## src/design/psd_pkg.sv

```systemverilog
// Package for the PES stream deframer: parse phases, byte labels, stream id codes
// and the labelled result record shared by the parser and the top level.
// No dependencies.
package psd_pkg;

	localparam int MAX_STUFFING_DEFAULT = 32;

	localparam int BYTE_W   = 8;
	localparam int OFFSET_W = 17;
	localparam int PLEN_W   = 16;

	typedef enum logic [3:0] {
		PH_SEARCH    = 4'd0,
		PH_PACK      = 4'd1,
		PH_PACKSTUFF = 4'd2,
		PH_SYS       = 4'd3,
		PH_PES       = 4'd4,
		PH_M2SKIP    = 4'd5,
		PH_M2LEN     = 4'd6,
		PH_M1SKIP    = 4'd7,
		PH_M1FLAGS   = 4'd8,
		PH_DONE      = 4'd9,
		PH_REJECT    = 4'd10
	} psd_phase_t;

	typedef enum logic [1:0] {
		KIND_SKIP    = 2'd0,
		KIND_HEADER  = 2'd1,
		KIND_PAYLOAD = 2'd2
	} psd_kind_t;

	localparam logic [7:0] ID_REJECT_MAX = 8'hB8;
	localparam logic [7:0] ID_PACK       = 8'hBA;
	localparam logic [7:0] ID_SYSTEM     = 8'hBB;
	localparam logic [7:0] ID_PRIVATE1   = 8'hBD;
	localparam logic [7:0] ID_PADDING    = 8'hBE;
	localparam logic [7:0] ID_PRIVATE2   = 8'hBF;
	localparam logic [7:0] ID_AV_FIRST   = 8'hC0;
	localparam logic [7:0] ID_AV_LAST    = 8'hEF;

	localparam logic [1:0] TOP_STUFF = 2'b11;
	localparam logic [1:0] TOP_MPEG2 = 2'b10;
	localparam logic [1:0] TOP_MPEG1 = 2'b01;

	localparam logic [1:0] M1_PTS_DTS = 2'b11;
	localparam logic [1:0] M1_PTS     = 2'b10;

	typedef struct packed {
		logic [7:0] out_byte;
		psd_kind_t  byte_kind;
		logic [7:0] pkt_id;
		logic       packet_first;
		logic       packet_last;
		logic       packet_rejected;
		logic       is_mpeg2;
	} psd_result_t;

endpackage

```

## src/design/pes_stream_deframer_unit.sv

```systemverilog
// PES stream deframer top level: input stage, parser and output register.
// Labels pass the input stage and output register and trail the stream by three bytes.
// One byte per cycle unless output stalls; the parser updates state in one registered step.
// The first three bytes after reset only fill the look-behind window and give no output.
// Reset (arst_n low) empties the window, returns to start code search and sets MPEG-2 mode.
// Depends on psd_pkg and psd_parser.
module pes_stream_deframer_unit #(
	parameter int MAX_STUFFING = psd_pkg::MAX_STUFFING_DEFAULT
) (
	input  logic        clk,
	input  logic        arst_n,
	input  logic        s_tvalid,
	output logic        s_tready,
	input  logic [7:0]  s_tdata,   // [7:0] data_byte
	output logic        m_tvalid,
	input  logic        m_tready,
	output logic [15:0] m_tdata,   // [7:0] out_byte, [15:8] pkt_id
	output logic [4:0]  m_tuser,   // [1:0] byte_kind, [2] packet_first,
	                               // [3] packet_rejected, [4] is_mpeg2
	output logic        m_tlast    // packet_last
);

	logic                 valid_s1;
	logic [7:0]           data_s1;
	logic                 out_valid_q;
	psd_pkg::psd_result_t out_res_q;
	psd_pkg::psd_result_t res;
	logic                 emit;
	logic                 move;

	psd_parser #(
		.MAX_STUFFING(MAX_STUFFING)
	) u_parser (
		.clk       (clk),
		.arst_n    (arst_n),
		.step      (move),
		.data_byte (data_s1),
		.emit      (emit),
		.res       (res)
	);

	assign move     = valid_s1 && (!emit || !out_valid_q || m_tready);
	assign s_tready = !valid_s1 || move;

	always_ff @(posedge clk or negedge arst_n) begin
		if (!arst_n) begin
			valid_s1    <= 1'b0;
			out_valid_q <= 1'b0;
		end else begin
			if (s_tready)
				valid_s1 <= s_tvalid;
			if (move && emit)
				out_valid_q <= 1'b1;
			else if (m_tready)
				out_valid_q <= 1'b0;
		end
	end

	always_ff @(posedge clk) begin
		if (s_tvalid && s_tready)
			data_s1 <= s_tdata;
		if (move && emit)
			out_res_q <= res;
	end

	assign m_tvalid = out_valid_q;
	assign m_tdata  = {out_res_q.pkt_id, out_res_q.out_byte};
	assign m_tuser  = {out_res_q.is_mpeg2, out_res_q.packet_rejected,
		out_res_q.packet_first, out_res_q.byte_kind};
	assign m_tlast  = out_res_q.packet_last;

	a_reject_ends_packet: assert property (@(posedge clk) disable iff (!arst_n)
		m_tvalid && out_res_q.packet_rejected |-> out_res_q.packet_last)
		else $error("rejected label without packet end");

	a_first_is_header: assert property (@(posedge clk) disable iff (!arst_n)
		m_tvalid && out_res_q.packet_first |->
		out_res_q.byte_kind == psd_pkg::KIND_HEADER)
		else $error("packet start not labelled as header");

	a_skip_has_no_packet: assert property (@(posedge clk) disable iff (!arst_n)
		m_tvalid && out_res_q.byte_kind == psd_pkg::KIND_SKIP |->
		out_res_q.pkt_id == 8'h00 && !out_res_q.packet_last)
		else $error("skipped byte carries packet fields");

	a_stalled_byte_held: assert property (@(posedge clk) disable iff (!arst_n)
		valid_s1 && !move |=> valid_s1 && $stable(data_s1))
		else $error("input stage lost a byte under stall");

	a_no_overwrite: assert property (@(posedge clk) disable iff (!arst_n)
		out_valid_q && !m_tready |=> out_valid_q && $stable(out_res_q))
		else $error("output register overwritten before transaction");

endmodule

```

## src/design/psd_parser.sv

```systemverilog
// Start code search, header parse and payload count for the PES stream deframer.
// Holds the three-byte look-behind window and all packet state; one byte per step.
// Depends on psd_pkg.
module psd_parser #(
	parameter int MAX_STUFFING = psd_pkg::MAX_STUFFING_DEFAULT
) (
	input  logic                      clk,
	input  logic                      arst_n,
	input  logic                      step,
	input  logic [7:0]                data_byte,
	output logic                      emit,
	output psd_pkg::psd_result_t      res
);

	localparam int STUFF_W = $clog2(MAX_STUFFING + 1);
	localparam int OW = psd_pkg::OFFSET_W;

	logic [23:0]                   window_q, window_n;
	logic [1:0]                    fill_q, fill_n;
	psd_pkg::psd_phase_t           phase_q, phase_n;
	logic [OW-1:0]                 offset_q, offset_n;
	logic [OW-1:0]                 hdr_len_q, hdr_len_n;
	logic [psd_pkg::PLEN_W-1:0]    pkt_len_q, pkt_len_n;
	logic [7:0]                    id_q, id_n;
	logic [7:0]                    len_hi_q, len_hi_n;
	logic [STUFF_W-1:0]            stuff_q, stuff_n;
	logic                          mpeg2_q, mpeg2_n;

	function automatic logic [OW-1:0] mpeg1_hdr_len(input logic [OW-1:0] pos,
		input logic [7:0] b);
		logic [OW-1:0] len;
		case (b[5:4])
			psd_pkg::M1_PTS_DTS: len = pos + OW'(10);
			psd_pkg::M1_PTS:     len = pos + OW'(5);
			default:             len = pos + OW'(1);
		endcase
		return len;
	endfunction

	always_ff @(posedge clk or negedge arst_n) begin
		if (!arst_n) begin
			window_q  <= '0;
			fill_q    <= '0;
			phase_q   <= psd_pkg::PH_SEARCH;
			offset_q  <= '0;
			hdr_len_q <= '0;
			pkt_len_q <= '0;
			id_q      <= '0;
			len_hi_q  <= '0;
			stuff_q   <= '0;
			mpeg2_q   <= 1'b1;
		end else if (step) begin
			window_q  <= window_n;
			fill_q    <= fill_n;
			phase_q   <= phase_n;
			offset_q  <= offset_n;
			hdr_len_q <= hdr_len_n;
			pkt_len_q <= pkt_len_n;
			id_q      <= id_n;
			len_hi_q  <= len_hi_n;
			stuff_q   <= stuff_n;
			mpeg2_q   <= mpeg2_n;
		end
	end

	assign emit = (fill_q == 2'd3);

	always_comb begin
		logic [OW-1:0]  pos;
		logic           known;
		logic           haslen;
		logic           bad;
		logic [OW-1:0]  total;
		logic [OW-1:0]  end_len;
		logic [OW:0]    next_off;

		window_n  = {window_q[15:0], data_byte};
		fill_n    = fill_q;
		phase_n   = phase_q;
		offset_n  = offset_q;
		hdr_len_n = hdr_len_q;
		pkt_len_n = pkt_len_q;
		id_n      = id_q;
		len_hi_n  = len_hi_q;
		stuff_n   = stuff_q;
		mpeg2_n   = mpeg2_q;
		pos       = offset_q + OW'(4);
		known     = 1'b0;
		haslen    = 1'b0;
		bad       = 1'b0;
		total     = '0;
		end_len   = '0;
		next_off  = '0;

		res                 = '0;
		res.out_byte        = window_q[23:16];
		res.byte_kind       = psd_pkg::KIND_SKIP;

		if (!emit) begin
			fill_n = fill_q + 2'd1;
		end else begin
			if (phase_q == psd_pkg::PH_SEARCH) begin
				if (window_q == 24'h000001) begin
					res.packet_first = 1'b1;
					id_n      = data_byte;
					offset_n  = '0;
					hdr_len_n = '0;
					pkt_len_n = '0;
					len_hi_n  = '0;
					stuff_n   = '0;
					if (data_byte <= psd_pkg::ID_REJECT_MAX) begin
						hdr_len_n = OW'(4);
						phase_n   = psd_pkg::PH_REJECT;
					end else if (data_byte == psd_pkg::ID_PACK) begin
						phase_n = psd_pkg::PH_PACK;
					end else if (data_byte == psd_pkg::ID_SYSTEM) begin
						phase_n = psd_pkg::PH_SYS;
					end else if (data_byte == psd_pkg::ID_PADDING ||
						data_byte == psd_pkg::ID_PRIVATE2) begin
						hdr_len_n = OW'(6);
						phase_n   = psd_pkg::PH_DONE;
					end else if (data_byte == psd_pkg::ID_PRIVATE1 ||
						(data_byte >= psd_pkg::ID_AV_FIRST &&
						data_byte <= psd_pkg::ID_AV_LAST)) begin
						phase_n = psd_pkg::PH_PES;
					end else begin
						hdr_len_n = OW'(4);
						phase_n   = psd_pkg::PH_DONE;
					end
				end
			end else begin
				offset_n = offset_q + OW'(1);
				if (pos == OW'(4))
					len_hi_n = data_byte;
				if (pos == OW'(5))
					pkt_len_n = {len_hi_q, data_byte};
				unique case (phase_q)
					psd_pkg::PH_PACK: begin
						if (pos == OW'(4)) begin
							if (data_byte[7:6] == psd_pkg::TOP_MPEG1) begin
								mpeg2_n = 1'b1;
								phase_n = psd_pkg::PH_PACKSTUFF;
							end else begin
								mpeg2_n   = 1'b0;
								hdr_len_n = OW'(12);
								phase_n   = psd_pkg::PH_DONE;
							end
						end
					end
					psd_pkg::PH_PACKSTUFF: begin
						if (pos == OW'(13)) begin
							hdr_len_n = OW'(14) + OW'(data_byte[2:0]);
							phase_n   = psd_pkg::PH_DONE;
						end
					end
					psd_pkg::PH_SYS: begin
						if (pos == OW'(5)) begin
							hdr_len_n = OW'(6) + OW'({len_hi_q, data_byte});
							phase_n   = psd_pkg::PH_DONE;
						end
					end
					psd_pkg::PH_PES: begin
						if (pos >= OW'(6)) begin
							case (data_byte[7:6])
								psd_pkg::TOP_STUFF: begin
									if (stuff_q >= STUFF_W'(MAX_STUFFING)) begin
										hdr_len_n = pos + OW'(1);
										phase_n   = psd_pkg::PH_REJECT;
									end else begin
										stuff_n = stuff_q + STUFF_W'(1);
									end
								end
								psd_pkg::TOP_MPEG2: begin
									mpeg2_n = 1'b1;
									phase_n = psd_pkg::PH_M2SKIP;
								end
								psd_pkg::TOP_MPEG1: begin
									mpeg2_n = 1'b0;
									phase_n = psd_pkg::PH_M1SKIP;
								end
								default: begin
									mpeg2_n   = 1'b0;
									hdr_len_n = mpeg1_hdr_len(pos, data_byte);
									phase_n   = psd_pkg::PH_DONE;
								end
							endcase
						end
					end
					psd_pkg::PH_M2SKIP: phase_n = psd_pkg::PH_M2LEN;
					psd_pkg::PH_M2LEN: begin
						hdr_len_n = pos + OW'(1) + OW'(data_byte);
						phase_n   = psd_pkg::PH_DONE;
					end
					psd_pkg::PH_M1SKIP: phase_n = psd_pkg::PH_M1FLAGS;
					psd_pkg::PH_M1FLAGS: begin
						hdr_len_n = mpeg1_hdr_len(pos, data_byte);
						phase_n   = psd_pkg::PH_DONE;
					end
					default: ;
				endcase
			end

			if (phase_n != psd_pkg::PH_SEARCH) begin
				known  = (phase_n == psd_pkg::PH_DONE) || (phase_n == psd_pkg::PH_REJECT);
				haslen = (id_n >= psd_pkg::ID_PRIVATE1) && (id_n <= psd_pkg::ID_AV_LAST);
				res.pkt_id    = id_n;
				res.byte_kind = (known && offset_n >= hdr_len_n) ?
					psd_pkg::KIND_PAYLOAD : psd_pkg::KIND_HEADER;
				if (known) begin
					total    = haslen ? (OW'(6) + OW'(pkt_len_n)) : hdr_len_n;
					bad      = (phase_n == psd_pkg::PH_REJECT) ||
						(haslen && total < hdr_len_n);
					end_len  = bad ? hdr_len_n : total;
					next_off = {1'b0, offset_n} + (OW+1)'(1);
					if (next_off >= {1'b0, end_len}) begin
						res.packet_last     = 1'b1;
						res.packet_rejected = bad;
						phase_n             = psd_pkg::PH_SEARCH;
					end
				end
			end
			res.is_mpeg2 = mpeg2_n;
		end
	end

endmodule

```

## config.mk

```make
export PLATFORM = sky130hd
export DESIGN_NAME = pes_stream_deframer_unit
export DESIGN_NICKNAME = d
export VERILOG_FILES = /design/src/design/psd_pkg.sv /design/src/design/pes_stream_deframer_unit.sv /design/src/design/psd_parser.sv
export SDC_FILE = /design/constraint.sdc
export NUM_CORES = 1
export LEC_CHECK = 0
export BUFFER_PORTS_ARGS = -buffer_cell sky130_fd_sc_hd__buf_2
export CAP_MARGIN = 30
export CORE_UTILIZATION = 50
export DETAILED_ROUTE_END_ITERATION = 6
export HOLD_SLACK_MARGIN = 0.12
export PLACE_DENSITY = 0.71
export SLEW_MARGIN = 25
export SYNTH_ARGS = -nofsm -noshare
export SYNTH_HDL_FRONTEND = slang
export SYNTH_HIERARCHICAL = 1
export SYNTH_SLANG_ARGS = --single-unit
export TNS_END_PERCENT = 30
```

## constraint.sdc

```tcl
create_clock -name clk -period 8.8 [get_ports clk]
set_input_delay 0.44 -clock clk [delete_from_list [all_inputs] [get_ports clk]]
set_output_delay 0.44 -clock clk [all_outputs]
set_load 0.1 [all_outputs]
```

# Yosys cells after proc, flatten, opt, wreduce, memory -nomap -nowiden
# Cells that the tools add are included.
dict set report totals {
  word_cells 172
  output_inout_bits 24
  latchBits 0
  in_bits 12
  ramBits 0
  romBits 0
  register_bits 135
  memories 0
}
dict set report op_classes {
  div_mod_pow 0
  addsub 12
  n_reduce_logical 34
  multipliers 0
  eq_ne 27
  n_bitwise 1
  n_lt_le_gt_ge 10
  n_shift 0
  n_mux 68
}
# op n
set op_table {}
lappend op_table {{$mux W17} 18}
lappend op_table {{$pmux W17 S6} 1}
lappend op_table {{$mux W4} 17}
lappend op_table {{$pmux W17 S2} 2}
lappend op_table {{$mux W16} 4}
lappend op_table {{$mux W8} 6}
lappend op_table {{$eq A8 B8 Y1 const B} 5}
lappend op_table {{$mux W6} 6}
lappend op_table {{$add A17 B1 Y17 const B} 2}
lappend op_table {{$add A17 B3 Y17 const B} 2}
lappend op_table {{$add A3 B16 Y17 const A} 2}
lappend op_table {{$eq A17 B3 Y1 const B} 2}
lappend op_table {{$pmux W4 S7} 1}
lappend op_table {{$eq A24 B1 Y1 const B} 1}
lappend op_table {{$le A8 B8 Y1 const B} 3}
lappend op_table {{$add A17 B1 Y18 const B} 1}
lappend op_table {{$ge A18 B17 Y1} 1}
lappend op_table {{$add A17 B4 Y17 const B} 1}
lappend op_table {{$add A17 B8 Y17} 1}
lappend op_table {{$eq A17 B4 Y1 const B} 1}
lappend op_table {{$ge A17 B17 Y1} 1}
lappend op_table {{$ge A17 B3 Y1 const B} 1}
lappend op_table {{$lt A17 B17 Y1} 1}
lappend op_table {{$eq A4 B3 Y1 const B} 4}
lappend op_table {{other kinds (29)} 68}

# Depth between registers and ports, before layout
# Gate-level depths: netlist (run 1).
dict set report logic_depth {
  word_depth 20
  depth_mapped 43
  mapped_depth_nobuf 40
}

# Modules after synthesis
# The synthesis (run 1) kept the hierarchy.
# module cells_each area_per_inst_um2 n_inst seq_area_each_um2
set modules_own_cells {}
lappend modules_own_cells {psd_parser 1369 10826.6 1 2578.7}
lappend modules_own_cells {pes_stream_deframer_unit 40 1007.2 1 950.9}

# Worst setup path before layout (run 1)
# OpenSTA, ideal clock, no wires.
dict set report synth_timing {
  kind {register -> register}
  startpoint {register u_parser.offset_q[13]}
  endpoint {register u_parser.phase_q[1]}
  path_stages_with_launch 43
  slack_ns 0.572
  setup_time_ns 0.083
  path_buffers 5
  arrival_ns 8.145
  period_less_slack_ns 8.228
  path_cell_list {dfrtp_1 -> buf_6 -> or4b_1 -> or4_1 -> and3_1 -> nor3_1 -> and4_1 -> and3_1 -> clkbuf_1 -> clkbuf_1 -> a21oi_1 -> ha_1 -> nor4_1 -> mux2i_1 -> nor2b_1 -> nand2b_1 -> xnor2_1 -> mux2i_1 -> [7 not listed] -> o21a_1 -> a32oi_2 -> and2_4 -> buf_8 -> buf_12 -> a21oi_1 -> ha_1 -> nand2b_1 -> a21o_1 -> a21o_1 -> a21o_1 -> a21oi_1 -> nor2b_1 -> o21ai_0 -> a211oi_1 -> o41a_1 -> a211o_1 -> o21ai_0}
}
dict set report synth_via {
  elab_chain_len 17
  word_cells_on_any_way 48
}
# element line_no
set synth_rtl {}
lappend synth_rtl {{start: declaration} psd_parser.sv:21} ;# logic [OW-1:0] offset_q, offset_n;
lappend synth_rtl {{start signal: assignment} psd_parser.sv:56} ;# offset_q <= offset_n;
lappend synth_rtl {{branches (longest 16 deep; another with $ge A18 B17 Y1)} n/a}
lappend synth_rtl {{$mux W4 (*)} psd_parser.sv:203} ;# if (phase_n != psd_pkg::PH_SEARCH) begin
lappend synth_rtl {{end signal: assignment} psd_parser.sv:44} ;# phase_q <= psd_pkg::PH_SEARCH;
lappend synth_rtl {{end signal: assignment} psd_parser.sv:55} ;# phase_q <= phase_n;
lappend synth_rtl {{end: declaration} psd_parser.sv:20} ;# psd_pkg::psd_phase_t phase_q, phase_n;
# Mark *: on every way between the ends. The select of a mux whose other input is x is not followed.
# A chain may end at the register's enable or synchronous reset.

# Final worst setup path (run 1)
dict set report layout_timing {
  startpoint {register u_parser.offset_q[11]}
  endpoint {register out_res_q, in the netlist m_tuser[3] (data pin)}
}
dict set report layout_via {
  elab_chain_len 15
  word_cells_on_any_way 46
}
# element line_no
set layout_rtl {}
lappend layout_rtl {{branches (longest 15 deep; another with $ge A18 B17 Y1)} n/a}
lappend layout_rtl {{end signal: assignment} pes_stream_deframer_unit.sv:63} ;# out_res_q <= res;
lappend layout_rtl {{end: declaration} pes_stream_deframer_unit.sv:26} ;# psd_pkg::psd_result_t out_res_q;
# Several ways; the timed one is not identified. The select of a mux whose other input is x is not followed.

==> results of run 1 <==
==> layout make-up <==
type	instances	area (sq um)
Multi-Input combinational cell	1136	7820
Inverter	39	146
Fill cell	2088	9630
Sequential cell	135	3530
Timing Repair Buffer	115	782
Clock buffer	17	425
Tap cell	313	392
Clock inverter	15	189
==> final timing paths <==
path / startpoint / slack (ns) / endpoint / cells after the start
worst max-delay path: u_parser/offset_q[11] / 0.31 / m_tuser[3] / 35
worst min-delay path: s_tdata[0] / 0.18 / data_s1[0] / 1
worst max register to register: u_parser/offset_q[11] / 0.31 / m_tuser[3] / 35
worst min register to register: u_parser/fill_q[0] / 0.48 / u_parser/fill_q[0] / 1
max in group asynchronous: arst_n / 7.20 / u_parser/offset_q[0] / 3
min in group asynchronous: arst_n / 0.51 / u_parser/offset_q[3] / 2
==> flip-flops by register name (all words and copies together), names as in the netlist <==
| register | flops |
|---|---|
| u_parser/window_q | 24 |
| u_parser/hdr_len_q | 17 |
| u_parser/offset_q | 17 |
| m_tdata | 16 |
| u_parser/pkt_len_q | 16 |
| data_s1 | 8 |
| u_parser/id_q | 8 |
| u_parser/len_hi_q | 8 |
| u_parser/stuff_q | 6 |
| m_tuser | 5 |
| u_parser/phase_q | 4 |
| u_parser/fill_q | 2 |
| m_tlast | 1 |
| m_tvalid | 1 |
| u_parser/mpeg2_q | 1 |
| valid_s1 | 1 |
==> through the flow <==
step / util (%) / total power, mW / TNS, ns
2_1_floorplan: - / 2.37 / 0
3_3_place_gp: 54.3 / 2.96 / 0
3_5_place_dp: 54.3 / 3.00 / 0
4_1_cts: 57.1 / 3.77 / 0
5_1_grt: 58.0 / 4.04 / -0.0505
6_report: 58.0 / 3.87 / 0
==> critical path: cells and delay by family, from the launching register on <==
family	cells	cell delay [ns]
buf+inv	1	0.13
mux	3	0.70
simple gates	15	3.61
fa+ha+maj	3	0.89
flops	1	0.44
compound gates	12	2.29
xor+xnor	1	0.15
==> placed cells by master (no fill, tap or decap), types with 6 or more instances in the layout <==
cell type  count
a221oi_1       9
a22oi_1        9
edfxtp_1      30
mux2i_1       20
a21oi_1       72
o22ai_1       10
nor2_1        75
xnor2_1       64
nor4_1        20
a211oi_1      10
mux2_4         6
buf_4         78
and3_1        22
a31oi_1       14
or3_1          6
ha_1          76
o211ai_1      12
o21ai_0       99
buf_2         35
o31ai_1       10
nor2b_1       18
or4_1          8
nand2b_1      12
and2_1        16
nand2_1      173
xor2_1        40
mux2_2        44
nor3_1        34
clkbuf_16     17
a21o_1        18
nand3_1       51
o21a_1        15
nand4_1       31
a22o_1        21
dfrtp_1      101
inv_1         38
==> repair_timing <==
item	in CTS	in global routing
gates resized for setup	0	22
hold buffers	1	0
hold endpoints to repair	29	0
setup endpoints to repair	0	5
setup buffers	0	17
==> kinds of logic after synthesis <==
kind of cell,count (synthesis)
simple gates,515
compound gates,362
buf+inv,139
flops,135
xor+xnor,107
fa+ha+maj,80
mux,71
==> per-layer routing <==
layer | routed length [microns] | part of all wire (%) | up-vias | GRT usage, %
met5 | 0 | 0 | - | 0
met4 | 1910 | 4.6 | 0 | 16.5
met3 | 4240 | 10 | 144 | 8.53
met2 | 17900 | 44 | 685 | 50.9
met1 | 17000 | 41 | 5491 | 45.8
li1 | - | - | 5223 | -
==> power by group through the flow <==
stage	logic (mW)	clock network [mW]	registers, mW
after CTS	2.03	0.774	0.968
after floorplan	1.34	0	1.03
after global placement	1.98	0	0.974
after detailed placement	2.02	0	0.978
after global routing	2.26	0.796	0.991
final	2.13	0.763	0.983
==> results.cfg, run 1 <==
[cells_and_area]
fin_nets = 1536
drive_above_1_share_pct = 16.6
num_antenna_cells = 0
stdcell_count = 1770
stdcell_area_sq_um = 13300
synthToLayoutAreaGrowth_pct = 12.3

[grt]
grt_max_degree = 77
grt_pass1_wl_microns = 61900
grt_pass1_vias = 10802
grt_usage_pct = 34.0
overflow = 0
antenna_found_initial = 0

[placed_design]
place.gp.congestion = 1.01
place_ws_ns = 0.210
placed_cells = 1718
numPortBuffers = 35
dpl_cell_area_sq_um = 12400
hpwl_microns = 30300

[yosys]
synth_top_family_by_area = simple AND/OR/NAND/NOR gates
yosys.area_share.simple_pct = 21.9
synth_xor_area_share_pct = 7.92
synth-adder-area-share_pct = 8.52
synth-compound-area-share_pct = 20.0
synth_common_cells = nand2_1 (174), dfrtp_1 (104), o21ai_0 (100), ha_1 (79), nor2_1 (77)
yosysWarnings = 6
yosysTopAreaCellShare_pct = 22.0
synth_top_cell_by_area = dfrtp_1
yosysMostFrequentCell = nand2_1
async_flop_share_pct = 77.8
synth_area_sq_um = 11800
synth_area_per_cell_sq_um = 8.40
syn_nets = 1501
synthFlopType = dfrtp_1
ys_types = 86
synth_edf_count = 30
synth_top_cells_by_area = dfrtp_1 (22%), ha_1 (8.4%), edfxtp_1 (7.6%), nand2_1 (5.5%), xnor2_1 (5.0%)
ys_ff_latch = 135
synthCells = 1409
synth_seq_area_share_pct = 29.8
synthMuxAreaShare_pct = 6.72

[power]
p_per_area_nw_per_um2 = 291
seq_power_share_pct = 25.4
p_int_mw = 2.01
vdd_drop_max_v = 0.000219
swShare_pct = 48.2
power_frac_clock_pct = 19.7
combPwrFrac_pct = 54.9
p_leak_nw = 5.41
switchingPower_mw = 1.86

[detailed_routing]
ant_nets = 0
first_iter_violations = 1462
vias = 11543
drc_errors = 0
firstDrtPassIters = 6
drt_wl_total_microns = 41100
wl_per_cell_microns = 23.2
vias_per_cell = 6.52

[clocking]
clock_latency_ns = 0.43
clock_path_buffers = 2
clkTransAtPathRegs_ns = 0.07
cts.sinks = 135
numCtsBuffers = 17
h-tree-depth = 4
cts_root_buf = clkbuf_16
cts_tree = yes

[worst_setup_path]
cp_slowest_cell = or4_4
max_stage_delay_ns = 0.58
critPathMaxFanout = 11
crit_path_start_kind = flop
endpoint_kind = flop
crit_top_cell = a21o_1
critPathKind = flop to flop
required_ns = 8.96
worstPathArrival_ns = 8.65

[floorplanning]
fp.dieH_microns = 156
rows = 55
die-area_sq_um = 24300
start_util_pct = 51.6
fp.dieW_microns = 156
coreArea_sq_um = 22900
ioPinCount = 36

[sta]
min_period_ns = 8.49
fmax_ghz = 0.118
drv_slew = 0
holdWs_ns = 0.182
setup_viol = 0
worstMarginPinSlew_ns = 0.991
finalHoldViolations = 0
slew_headroom_pct = 33.4
period_share_pct = 96.4
fin_ws_ns = 0.313
finalClockSkew_ns = 0.0129

[flow_run]
cap_violations = 0

[status]
status = complete, no violations

[worst_hold_path]
hp-class = input port to flop
Power figures use the tool's default switching activity.
==> run 2, diff against run 1 <==
--- a/config.mk
+++ b/config.mk
@@ -7,10 +7,12 @@
 export LEC_CHECK = 0
 export BUFFER_PORTS_ARGS = -buffer_cell sky130_fd_sc_hd__buf_2
 export CAP_MARGIN = 30
-export CORE_UTILIZATION = 50
+export CELL_PAD_IN_SITES_DETAIL_PLACEMENT = 0
+export CELL_PAD_IN_SITES_GLOBAL_PLACEMENT = 1
+export CORE_UTILIZATION = 44
 export DETAILED_ROUTE_END_ITERATION = 6
 export HOLD_SLACK_MARGIN = 0.12
-export PLACE_DENSITY = 0.71
+export PLACE_DENSITY = 0.79
 export SLEW_MARGIN = 25
 export SYNTH_ARGS = -nofsm -noshare
 export SYNTH_HDL_FRONTEND = slang
==> constraint.sdc (replaced) <==
create_clock -name clk -period 7.13 [get_ports clk]
set_input_delay 0.3565 -clock clk [delete_from_list [all_inputs] [get_ports clk]]
set_output_delay 0.3565 -clock clk [all_outputs]
set_load 0.1 [all_outputs]
==> run 2 against run 1 <==
  * The flow now finishes with violations (design-rule violations, negative setup slack)
  * Largest cell class unchanged
  * Critical path depth unchanged
  * Combinational power up 56%
  * Via count up 6.7%
  * Critical endpoint unchanged
  * Die area up 13%
  * Routed wire length up 16%
  * Clock power up 19%
  * Largest power group unchanged
  * Register-to-register slack worse by 1.1 ns
==> results.cfg, run 2 (synthesized netlist as in run 1, its figures left out) <==
[status]
status = finished, violations left
violations = design-rule violations, negative setup slack

[worst_setup_path]
worstReg2RegEnd = m_tuser[3]
endpoint_kind = flop
max_stage_delay_ns = 0.53
worstPathArrival_ns = 8.08
regToRegStartpoint = u_parser/offset_q[11]
reg2regPathDepth = 35
critical_path.endpoint = m_tuser[3]
reg2reg_slack_ns = -0.78
crit_path_start = u_parser/offset_q[11]
crit_cells = 35
required_ns = 7.29
cp_slowest_cell = or4b_4
crit_path_start_kind = flop
crit_family = compound AO/OA/AOI/OAI gates
critPathBufInv = 2
crit_top_cell = a21o_1
critPathMaxFanout = 10
critPathKind = flop to flop

[placed_design]
placed_cells = 1965
place.gp.congestion = 0.962
hpwl_microns = 36400
numPortBuffers = 35

[grt]
grt_pass1_wl_microns = 72500
antenna_found_initial = 0
grt_max_degree = 68
grt_usage_pct = 34.8
overflow = 0
grt_pass1_vias = 11957

[floorplanning]
die-area_sq_um = 27600
start_util_pct = 45.2
rows = 59
fp.dieW_microns = 166
ioPinCount = 36
coreArea_sq_um = 26200
fp.dieH_microns = 166

[clocking]
h-tree-depth = 4
clock_path_buffers = 2
cts.sinks = 135
clock_latency_ns = 0.44
clkTransAtPathRegs_ns = 0.08
numCtsBuffers = 17
cts_tree = yes
cts_root_buf = clkbuf_16

[detailed_routing]
dr_wl_met3_microns = 3580
drt_wl_total_microns = 47600
vias = 12317
first_iter_violations = 1413
ant_nets = 0
wl_met2_microns = 21400
vias_per_cell = 6.09
topRoutingLayerUsed = met4
wl_per_cell_microns = 23.5
wl_met1_microns = 21200
firstDrtPassIters = 7
drc_errors = 1

[cells_and_area]
fin_nets = 1767
final_cell_mix = buf_4 (296), nand2_1 (171), dfrtp_1 (103), o21ai_0 (97)
synthToLayoutAreaGrowth_pct = 30.2
stdcell_count = 2023
layout_commonest_cell = buf_4
multi_input_area_sq_um = 8110
fin_util_pct = 58.8
seq_area_sq_um = 3530
num_antenna_cells = 0
largest_reg_flops = 24
n_fill_cell = 2383
drive_above_1_share_pct = 29.9
top_register = u_parser/window_q
top_regs = u_parser/window_q: 24 flops, u_parser/hdr_len_q: 17 flops, u_parser/offset_q: 17 flops

[sta]
drv_slew = 0
setup_tns_ns = -3.79
setup_viol = 5
min_period_ns = 7.91
worstMarginPinSlew_ns = 0.850
finalHoldViolations = 0
holdWs_ns = 0.211
fin_ws_ns = -0.785
period_share_pct = 111
fmax_ghz = 0.126
rsz0062_at_grt = yes
slew_headroom_pct = 42.8
finalClockSkew_ns = 0.0203

[power]
p_total_mw = 5.43
vdd_drop_max_v = 0.000267
p_leak_nw = 6.59
p_per_area_nw_per_um2 = 352

[worst_hold_path]
hp-class = input port to flop
hp-start = m_tready

[flow_run]
cap_violations = 0
-- run 2: layout make-up --
class	instances	share of cell area, %
multi-input combinational	1135	52.7
sequential	135	22.9
timing repair buffer	347	17.0
clock buffer	18	2.85
tap	335	2.72
inverter	39	0.950
clock inverter	14	0.845
-- run 2: what timing repair did --
action | in CTS | in global routing
setup endpoints to repair | 5 | 5
hold buffers | 10 | 0
buffers inserted | 9 | 6
resized for setup | 16 | 29
hold endpoints to repair | 47 | 0
pin swaps | 19 | 17
-- run 2: worst min-delay path by stage --
stage                                       to  slack (ns)  cells past startpoint
after floorplan                       m_tvalid        0.06                      0
after global placement    u_parser/offset_q[3]        0.42                      1
after detailed placement  u_parser/offset_q[3]        0.40                      1
after CTS                             valid_s1        0.21                      3
after global routing                  valid_s1        0.22                      3
final                                 valid_s1        0.21                      3
-- run 2: through the flow --
step / cell area, sq um / setup slack [ns]
after floorplan: 12000 / -0.644
after global placement: 14400 / -0.806
after detailed placement: 14400 / -0.931
after CTS: 15200 / -0.758
after global routing: 15400 / -1.08
final: 15400 / -0.785
-- run 2: metal layers --
metal / vias up / track usage [%]
li1: 5696 / -
met1: 5989 / 49.2
met2: 549 / 55.0
met3: 83 / 4.39
met4: 0 / 11.3
met5: - / 0
-- run 2: tightest hold or removal path: stages --
cell	delay, ns
buf_2	0.08
nand4b_2	0.13
nand2b_1	0.05
-- run 2: power breakdown --
| part | switching, mW | internal, mW |
|---|---|---|
| clock network | 0.439 | 0.472 |
| logic | 1.88 | 1.46 |
| registers | 0.205 | 0.978 |
==> run 3, diff against run 2 <==
--- a/config.mk
+++ b/config.mk
@@ -7,12 +7,10 @@
 export LEC_CHECK = 0
 export BUFFER_PORTS_ARGS = -buffer_cell sky130_fd_sc_hd__buf_2
 export CAP_MARGIN = 30
-export CELL_PAD_IN_SITES_DETAIL_PLACEMENT = 0
-export CELL_PAD_IN_SITES_GLOBAL_PLACEMENT = 1
-export CORE_UTILIZATION = 44
+export CORE_UTILIZATION = 50
 export DETAILED_ROUTE_END_ITERATION = 6
 export HOLD_SLACK_MARGIN = 0.12
-export PLACE_DENSITY = 0.79
+export PLACE_DENSITY = 0.71
 export SLEW_MARGIN = 25
 export SYNTH_ARGS = -nofsm -noshare
 export SYNTH_HDL_FRONTEND = slang
==> run 3 against run 2 <==
  * The run ends with negative setup slack left
  * Clock skew is 0.0057 ns lower
  * Via count fell by 1.0%
  * Critical path depth shrank 1
  * Non-clock buffer count fell by 12
  * Sequential share of layout area increased by 0.28 points
  * Count of clock-buffer cells in the layout unchanged
  * Final cell count down 1.7%
  * Register-to-register slack worse by 0.07 ns
  * Setup slack got worse by 0.066 ns
  * Critical path type unchanged
==> results.cfg, run 3 (synthesized netlist as in run 1, its figures left out) <==
[cells_and_area]
top_regs = u_parser/window_q: 24 flops, u_parser/hdr_len_q: 17 flops, u_parser/offset_q: 17 flops
num_antenna_cells = 0
drive_above_1_share_pct = 28.8
fin_nets = 1755
layout_commonest_cell = buf_4
top_register = u_parser/window_q
final_cell_mix = buf_4 (286), nand2_1 (171), dfrtp_1 (104), o21ai_0 (97), ha_1 (75)
stdcell_count = 1989
n_fill_cell = 1976
stdcell_area_sq_um = 15200
largest_reg_flops = 24
synthToLayoutAreaGrowth_pct = 28.5
fin_util_pct = 66.4

[worst_setup_path]
crit_path_start_kind = flop
crit_family = simple AND/OR/NAND/NOR gates
crit_path_start = u_parser/offset_q[10]
critPathMaxFanout = 7
critPathBufInv = 3
endpoint_kind = flop
crit_top_cell = a21o_1
worstReg2RegEnd = u_parser/phase_q[1]
critPathKind = flop to flop
crit_cells = 34
regToRegStartpoint = u_parser/offset_q[10]
worstPathArrival_ns = 8.33
reg2regPathDepth = 34
required_ns = 7.48
cp_slowest_cell = or4_4
max_stage_delay_ns = 0.59
reg2reg_slack_ns = -0.85

[detailed_routing]
vias_per_cell = 6.13
firstDrtPassIters = 6
drc_errors = 0
first_iter_violations = 1356
vias = 12191
drt_wl_total_microns = 44900
ant_nets = 0
wl_per_cell_microns = 22.6

[sta]
slew_headroom_pct = 41.1
rsz0062_at_grt = yes
min_period_ns = 7.98
finalClockSkew_ns = 0.0145
fmax_ghz = 0.125
fin_ws_ns = -0.850
drv_slew = 0
setup_tns_ns = -4.03
setup_viol = 5
finalHoldViolations = 0
worstMarginPinSlew_ns = 0.876
period_share_pct = 112

[power]
p_leak_nw = 6.51
vdd_drop_max_v = 0.000249
p_per_area_nw_per_um2 = 358

[floorplanning]
fp.dieH_microns = 156
ioPinCount = 36
fp.dieW_microns = 156
coreArea_sq_um = 22900
rows = 55
start_util_pct = 51.6
die-area_sq_um = 24300

[clocking]
cts.sinks = 135
cts_root_buf = clkbuf_16
h-tree-depth = 4
numCtsBuffers = 17
clock_path_buffers = 2
clkTransAtPathRegs_ns = 0.07
cts_tree = yes
clock_latency_ns = 0.43

[placed_design]
numPortBuffers = 35
placed_cells = 1934
dpl_cell_area_sq_um = 14200
hpwl_microns = 34600
place_ws_ns = -0.850
place.gp.congestion = 1.02

[worst_hold_path]
hp-start = m_tready
hp-class = input port to flop
hold_end = valid_s1
min_path_cells = 3

[grt]
antenna_found_initial = 1
grt_max_degree = 61
overflow = 0
grt_pass1_wl_microns = 68300
grt_pass1_vias = 11655
grt_usage_pct = 37.8

[status]
status = finished, violations left
violations = negative setup slack

[flow_run]
cap_violations = 0
run 3: cell types whose count changed in the layout (fill, tap and decap cells not counted), moves of 3 or more:
cell,delta
xnor2_2,-3
buf_4,-10
inv_8,-4
xnor2_1,+3
inv_6,+4
run 3: per-stage QoR:
| stage | power [mW] | hold slack, ns |
|---|---|---|
| after floorplan | 3.02 | 0.0609 |
| after global placement | 4.22 | 0.460 |
| after detailed placement | 4.27 | 0.463 |
| after CTS | 5.26 | 0.219 |
| after global routing | 5.72 | 0.241 |
| final | 5.45 | 0.230 |
run 3: worst min-delay path, stage by stage:
cell      delay [ns]
buf_2           0.09
nand4b_2        0.13
nand2b_1        0.05
run 3: repair_timing:
action	4_1_cts	5_1_grt
endpoints found under the setup margin	5	5
pin swaps	4	23
hold endpoints to repair	64	0
gates cloned	0	0
resized for setup	7	29
hold buffers	10	0
buffers inserted	2	11
run 3: how the worst max path moves through the flow:
stage          slack (ns)             endpoint
2_1_floorplan       -0.64           m_tuser[3]
3_3_place_gp        -0.75           m_tuser[3]
3_5_place_dp        -0.85           m_tuser[3]
4_1_cts             -0.74  u_parser/phase_q[1]
5_1_grt             -1.11  u_parser/phase_q[1]
6_report            -0.85  u_parser/phase_q[1]
run 3: area by class of cell:
cell class / instances / area (sq um) / area share (%)
well taps: 313 / 392 / 2.57
clock inverters: 14 / 161 / 1.06
repair buffers: 335 / 2490 / 16.4
inverters: 39 / 146 / 0.962
multi-input cells: 1135 / 8060 / 53.0
flip-flops and latches: 135 / 3530 / 23.2
clock buffers: 18 / 429 / 2.82
run 3: report_power, final:
| group | switching, mW | internal [mW] | total, mW |
|---|---|---|---|
| sequential | 0.198 | 0.978 | 1.18 |
| combinational | 1.89 | 1.44 | 3.33 |
| clock | 0.410 | 0.527 | 0.937 |
run 3: metal layers:
layer	share of wire, %	GRT usage (%)	routed length [microns]
met1	43	52.6	19300
met2	44	57.4	19700
met3	9.7	7.72	4350
met4	3.4	14.5	1520
met5	0.038	0	17
